[src/rtl/core/cct_pkg.sv]
// ----------------------------------------------------------------------------
// cct_pkg
// Types and codes shared by the connection tracking table modules.
// ----------------------------------------------------------------------------
package cct_pkg;

  // Operation codes
  typedef enum logic [2:0] {
    OP_FIND      = 3'd0,
    OP_NAT_QUERY = 3'd1,
    OP_NAT_FAIL  = 3'd2,
    OP_NAT_OK    = 3'd3,
    OP_ADD       = 3'd4,
    OP_DEL_KEY   = 3'd5,
    OP_DEL_RULE  = 3'd6,
    OP_TICK      = 3'd7
  } op_t;

  // Result status codes
  localparam logic [1:0] ST_OK     = 2'd0;
  localparam logic [1:0] ST_NFOUND = 2'd1;
  localparam logic [1:0] ST_EXISTS = 2'd2;
  localparam logic [1:0] ST_FULL   = 2'd3;

  // NAT state held per entry
  localparam logic [1:0] NAT_NONE     = 2'd0;
  localparam logic [1:0] NAT_FAILED   = 2'd1;
  localparam logic [1:0] NAT_SIDE_SRC = 2'd2;
  localparam logic [1:0] NAT_SIDE_DST = 2'd3;

  // NAT answers
  localparam logic [1:0] ANS_NONE  = 2'd0;
  localparam logic [1:0] ANS_REFUSE = 2'd1;
  localparam logic [1:0] ANS_XLATE = 2'd2;

  // Configuration register indexes
  localparam logic CFG_LIFETIME = 1'b0;
  localparam logic CFG_INTERVAL = 1'b1;

  localparam int          ADDR_W    = 12;
  localparam logic [10:0] COUNT_MAX = 11'd2047;

  // One stored connection
  typedef struct packed {
    logic        valid;
    logic [31:0] src_ip;
    logic [31:0] dst_ip;
    logic [15:0] src_port;
    logic [15:0] dst_port;
    logic [7:0]  protocol;
    logic [31:0] handle;
    logic [1:0]  nat_state;
    logic [63:0] nat_rec;
    logic [15:0] last_use;
  } entry_t;

  localparam int ENTRY_W = $bits(entry_t);

  // Row memory request
  typedef struct packed {
    logic              we;
    logic              re;
    logic [ADDR_W-1:0] waddr;
    logic [ADDR_W-1:0] raddr;
  } ram_req_t;

  // Sequencer states
  typedef enum logic [3:0] {
    S_CLEAR,
    S_IDLE,
    S_HASH,
    S_IDX,
    S_EXEC,
    S_TICK,
    S_WRD,
    S_WWR,
    S_FIN
  } state_t;

endpackage

[src/rtl/core/cct_row_ram.sv]
// ----------------------------------------------------------------------------
// cct_row_ram
// One write port, one read port row memory with registered read data.
// ----------------------------------------------------------------------------
module cct_row_ram #(
  parameter int SETS = 256,
  parameter int ROW_W = 8
) (
  input  logic                clk,
  input  cct_pkg::ram_req_t   req,
  input  logic [ROW_W-1:0]    wdata,
  output logic [ROW_W-1:0]    rdata
);
  import cct_pkg::*;

  localparam int SET_W = (SETS > 1) ? $clog2(SETS) : 1;

  logic [ROW_W-1:0] mem [SETS];
  logic [ROW_W-1:0] rdata_r;

  // write port
  always_ff @(posedge clk) begin
    if (req.we) begin
      mem[req.waddr[SET_W-1:0]] <= wdata;
    end
  end

  // read port, data held until the next read
  always_ff @(posedge clk) begin
    if (req.re) begin
      rdata_r <= mem[req.raddr[SET_W-1:0]];
    end
  end

  assign rdata = rdata_r;

endmodule

[config.mk]
export PLATFORM = sky130hd
export DESIGN_NAME = cct_row_ram
export DESIGN_NICKNAME = d
export VERILOG_FILES = /design/src/rtl/core/cct_pkg.sv /design/src/rtl/core/cct_row_ram.sv
export SDC_FILE = /design/constraint.sdc
export NUM_CORES = 2
export LEC_CHECK = 0
export BUFFER_PORTS_ARGS = -buffer_cell sky130_fd_sc_hd__buf_2
export CORE_UTILIZATION = 45
export DETAILED_ROUTE_END_ITERATION = 7
export PLACE_DENSITY = 0.59
export SYNTH_ARGS = -nofsm -noshare
export SYNTH_HDL_FRONTEND = slang
export SYNTH_SLANG_ARGS = --single-unit
[constraint.sdc]
create_clock -name clk -period 2.5 [get_ports clk]
set_clock_uncertainty 0.15 [all_clocks]
set_input_delay 0.125 -clock clk [delete_from_list [all_inputs] [get_ports clk]]
set_output_delay 0.125 -clock clk [all_outputs]
set_load 0.05 [all_outputs]
# [Word-level counts from Yosys, hierarchy flattened]
# Memory sizes are Yosys's and may differ from the RTL's. A register that Yosys moved wholly into a read port is not among the register bits.
# Index checks and enable logic that the tools add are counted.
[op_classes] mux=2
[ops] cell="2-to-1 mux 1 bit" n=2
[word_totals] register_bits=0 mem_bits_rw=2048 in_bits=35 out_inout_bits=8 memories=1
[memory_table] name="mem" words=256 word_bits=8 read_ports=1 rd_ports_with_merged_regs=1 write_ports=1 line_no="cct_row_ram.sv:18" source="logic [ROW_W-1:0] mem [SETS];"

# [Depth between registers and ports, before layout]
[depth] word_depth=2 mapped_depth=11 ltp_nobuf=6

# [Worst setup path after synthesis]
# Ideal clock, no wire load.
[synth_timing] path_type="input-to-reg" startpoint="input port req[0] (netlist bit)" endpoint="register rdata_r[2], in the netlist rdata[2] (read register of mem) (data pin)" arrival_ps=1932 slack_ps=149 cell_stages=9 n_path_buf=4 path_cell_list="buf_6 > buf_12 > buf_8 > buf_2 > mux4_2 > a22oi_1 > a21oi_1 > nor4_1 > nor4_2"
[synth_lines] element="from (decl)" line_no="cct_row_ram.sv:10" source="input cct_pkg::ram_req_t req,"
[synth_lines] element="to (decl)" line_no="cct_row_ram.sv:19" source="logic [ROW_W-1:0] rdata_r;"

==> impl_results.md <==
* Post-synth top flop: edfxtp_1
* Initial core utilization at 45.3%
* Vias per cell at 5.84
* Peak VDD IR at 0.771 mV
* R2R setup slack at -0.1 ps
* GPL Wtd Cong at between 0.8 and 0.9
* Synth warn at 0
* Power, Total at between 70 and 80 mW
* Die Wd at around 420 um
* Syn Inst Count at about 3.7k
* Max Root-Sink Buffers at 3
* Share of power burned in registers at approximately 53%
* Ports at between 40 and 50
* DR top layer: met4
* Largest family of logic cells by synthesized area: multiplexers
* Data required, critical path at around 3000 ps
* Post-Synth Adder-Cell Area at 0%
* Port bufs at 34
* Clk pwr share at roughly two fifths
* Post-synth EDFFs at 2,056
* Avg Cell Area, Syn at ~21 um^2
* Crit Path Class: reg -> reg
* Final WS setup at -0.112 ps
* Leak at 30.7 nW
* Die area at 179,000 um^2
* Vias in the first global route at 40.7k
* Clk sinks at between 2k and 2.5k
* Initial antenna violation count at 5
* Synth async-reset ratio at 0%
* Area grow syn2layout at 19.1%
* Status: finished with violations
* Worst-case reg-to-reg path depth at 6
* Final hold violation count at 0
* Starting DRC count in detailed routing at 4,575
* Most common cell after layout, fill and taps aside: edfxtp_1
* Met2 routed WL at roughly 100,000 um
* Worst-margin pin slew at 925 ps
* Final Core Density at 53.9%
* Fillers at 13.5k
* RSZ-0062 raised after global routing: yes
* CP arrival at 2960 ps
* Later-pin clock latency in the skew report at 850 ps
* Syn Std Cell Area at between 70,000 and 80,000 um^2
* Fin crit period at 2500 ps
* Pre-antenna DRT Iters at 6
* Metal1 wirelength at 85,900 um
* Fraction of the mapped netlist area in compound gates at 3.42%
* Number of max-cap violations at 0
* Via count at about 41k
* Synth Area in Simple Gates at 2.63%
* Worst setup EP type: flip-flop
* Register area share after synthesis at 77.5%
* Worst Hold Depth at 2
* Worst slack, placed at -999 ps
* CTS tree: done
* H-tree depth at 4
* Logic pwr share at 5.9%
* CTS Buf Count at 205
* Wirelength per Cell at 29.4 um
* CTS root buf: clkbuf_16
* Die Ht at 423 um
* Hold_ws at 107 ps
* Detail Route met3 WL at 15,300 um
* Total negative slack at -0.112 ps
* Post-synthesis cell type count at 54
* WHS Endpoint: rdata[6]$_DFFE_PP_
* First-pass GRT wire length at 295,000 um
* Total track usage at 23.0%
* Syn_nets at about 3.8k
* Final WL at a little over 200,000 um
* Critical path startpoint category: flip-flop
* Post-DP HPWL at between 100,000 and 150,000 um
* Sw frac at 21.7%
* Core area at between 150,000 and 200,000 um^2
* Clock-pin slew on the worst setup and hold paths at about 60 ps
* Antenna Nets Post-Route at 0
* Crit-path max FO at 1
* DR DRC count at 0
* CP Launch Point: mem[82][0]$_DFFE_PP_
* Nets at around 4.5k
* Xor/xnor share of the synthesized area at 0%
* Non-Filler Instances at 6,994
* Max Slew Vio Count at 0
* Highest-count cells in the layout ignoring fill and taps: 2,056 x edfxtp_1, 642 x buf_4, 455 x mux4_2
* HP Class: in -> reg
* Worst hold path startpoint: req[24]
* Worst flop-to-flop path startpoint: mem[82][0]$_DFFE_PP_
* # rows at 154
* Power Internal at about 56 mW
* Worst rel slew slack at 38.4%
* Crit share post-route at 100%
* Global route total overflow at 0
* DP Cell Count at 6,596
* Setup repair bufs after CTS at 0
* Multiplexer area fraction after synthesis at between 10% and 20%
* PD cells at between 700 and 800 nW/um^2
* Switching power at 15.6 mW
* Layout cells sized above 1 at 33.4%
* Fmax at 400 MHz
* Final Cell Area at between 90,000 and 100,000 um^2
* FF+latch count, synth at between 2k and 2.5k
* RR Endpoint: rdata[0]$_DFFE_PP_
* Placed cell areas at a little under 90,000 um^2
* Final setup viols at 1
* Largest net degree at the start of global routing at 97
* Failing checks: negative setup slack
-- worst max-delay path, stage by stage (launching register included) --
cell and delay, ps:
edfxtp_1 360, mux4_2 510, mux4_2 500, nor2b_1 190
nor4_4 330, buf_4 190, nor4_2 40
-- power by group through the flow --
stage / clock [mW] / combinational [mW] / sequential, mW
after global routing: 31.3 / 4.41 / 38.0
after floorplan: 0 / 1.85 / 38.8
after global placement: 0 / 4.08 / 38.8
after CTS: 30.1 / 4.19 / 38.0
after detailed placement: 0 / 4.12 / 38.8
final: 29.5 / 4.21 / 38.0
-- cell families after synthesis --
family / after synthesis
buffers and inverters: 235
AND/OR/NAND/NOR: 466
AO/OA/AOI/OAI: 385
flip-flops: 2056
multiplexers: 591
-- cells in the mapped netlist, drive strengths merged (2+ instances only) --
library cell     n  area (um^2)
a2111oi          5         52.6
a211oi          16          120
a21oi           96          480
a221oi          14          129
a22o             8         70.1
a22oi          133          998
a311oi           2         17.5
a31oi            2         12.5
and2             6         37.5
and3b            2         17.5
buf            122         1030
clkbuf         111          417
edfxtp        2056        61700
mux2i          134         1340
mux4           456        10300
nand2           33          124
nand2b           8         50.1
nand3           34          170
nand3b           2         15.0
nand4           10         62.6
nor2           282         1060
nor2b           31          194
nor3            22          110
nor4            27          188
o211ai          10         75.1
o21ai           12         60.1
o221ai          47          418
o22a             5         43.8
o22ai           28          175
o32ai            5         51.3
or2              4         25.0
-- flip-flops by register name, indices dropped and copies added, names as in the netlist --
register and cells:
rdata 8, mem 2048
-- area by class of cell --
cell class / count / area [um^2] / share of cell area [%]
flip-flops and latches: 2056 / 61700 / 65.1
clock buffers: 246 / 5310 / 5.59
well taps: 2340 / 2930 / 3.09
multi-input cells: 1442 / 16800 / 17.7
inverters: 2 / 7.51 / 0.00791
diodes: 2 / 5.00 / 0.00528
clock inverters: 130 / 1140 / 1.21
repair buffers: 776 / 6920 / 7.30
-- repair_timing --
action	in CTS	in global routing
endpoints found under the setup margin	7	8
gates cloned	0	0
pin swaps	5	16
hold endpoints to repair	2294	0
gates resized for setup	23	32
hold buffers	20	0
-- per-layer routing --
| layer | up-vias | track usage, % |
|---|---|---|
| li1 | 17200 | - |
| met1 | 21700 | 33.2 |
| met2 | 1603 | 36.4 |
| met3 | 249 | 3.82 |
| met4 | 0 | 6.18 |
| met5 | - | 0 |
-- how the worst max path moves through the flow --
stage	end	slack (ps)	depth (start not counted)
after floorplan	rdata[2]$_DFFE_PP_	150	9
after global placement	rdata[1]$_DFFE_PP_	-1010	10
after detailed placement	rdata[2]$_DFFE_PP_	-1000	9
after CTS	rdata[3]$_DFFE_PP_	2	8
after global routing	rdata[0]$_DFFE_PP_	-20	8
final	rdata[0]$_DFFE_PP_	-0.1	6
(Power assumes the default switching activity.)
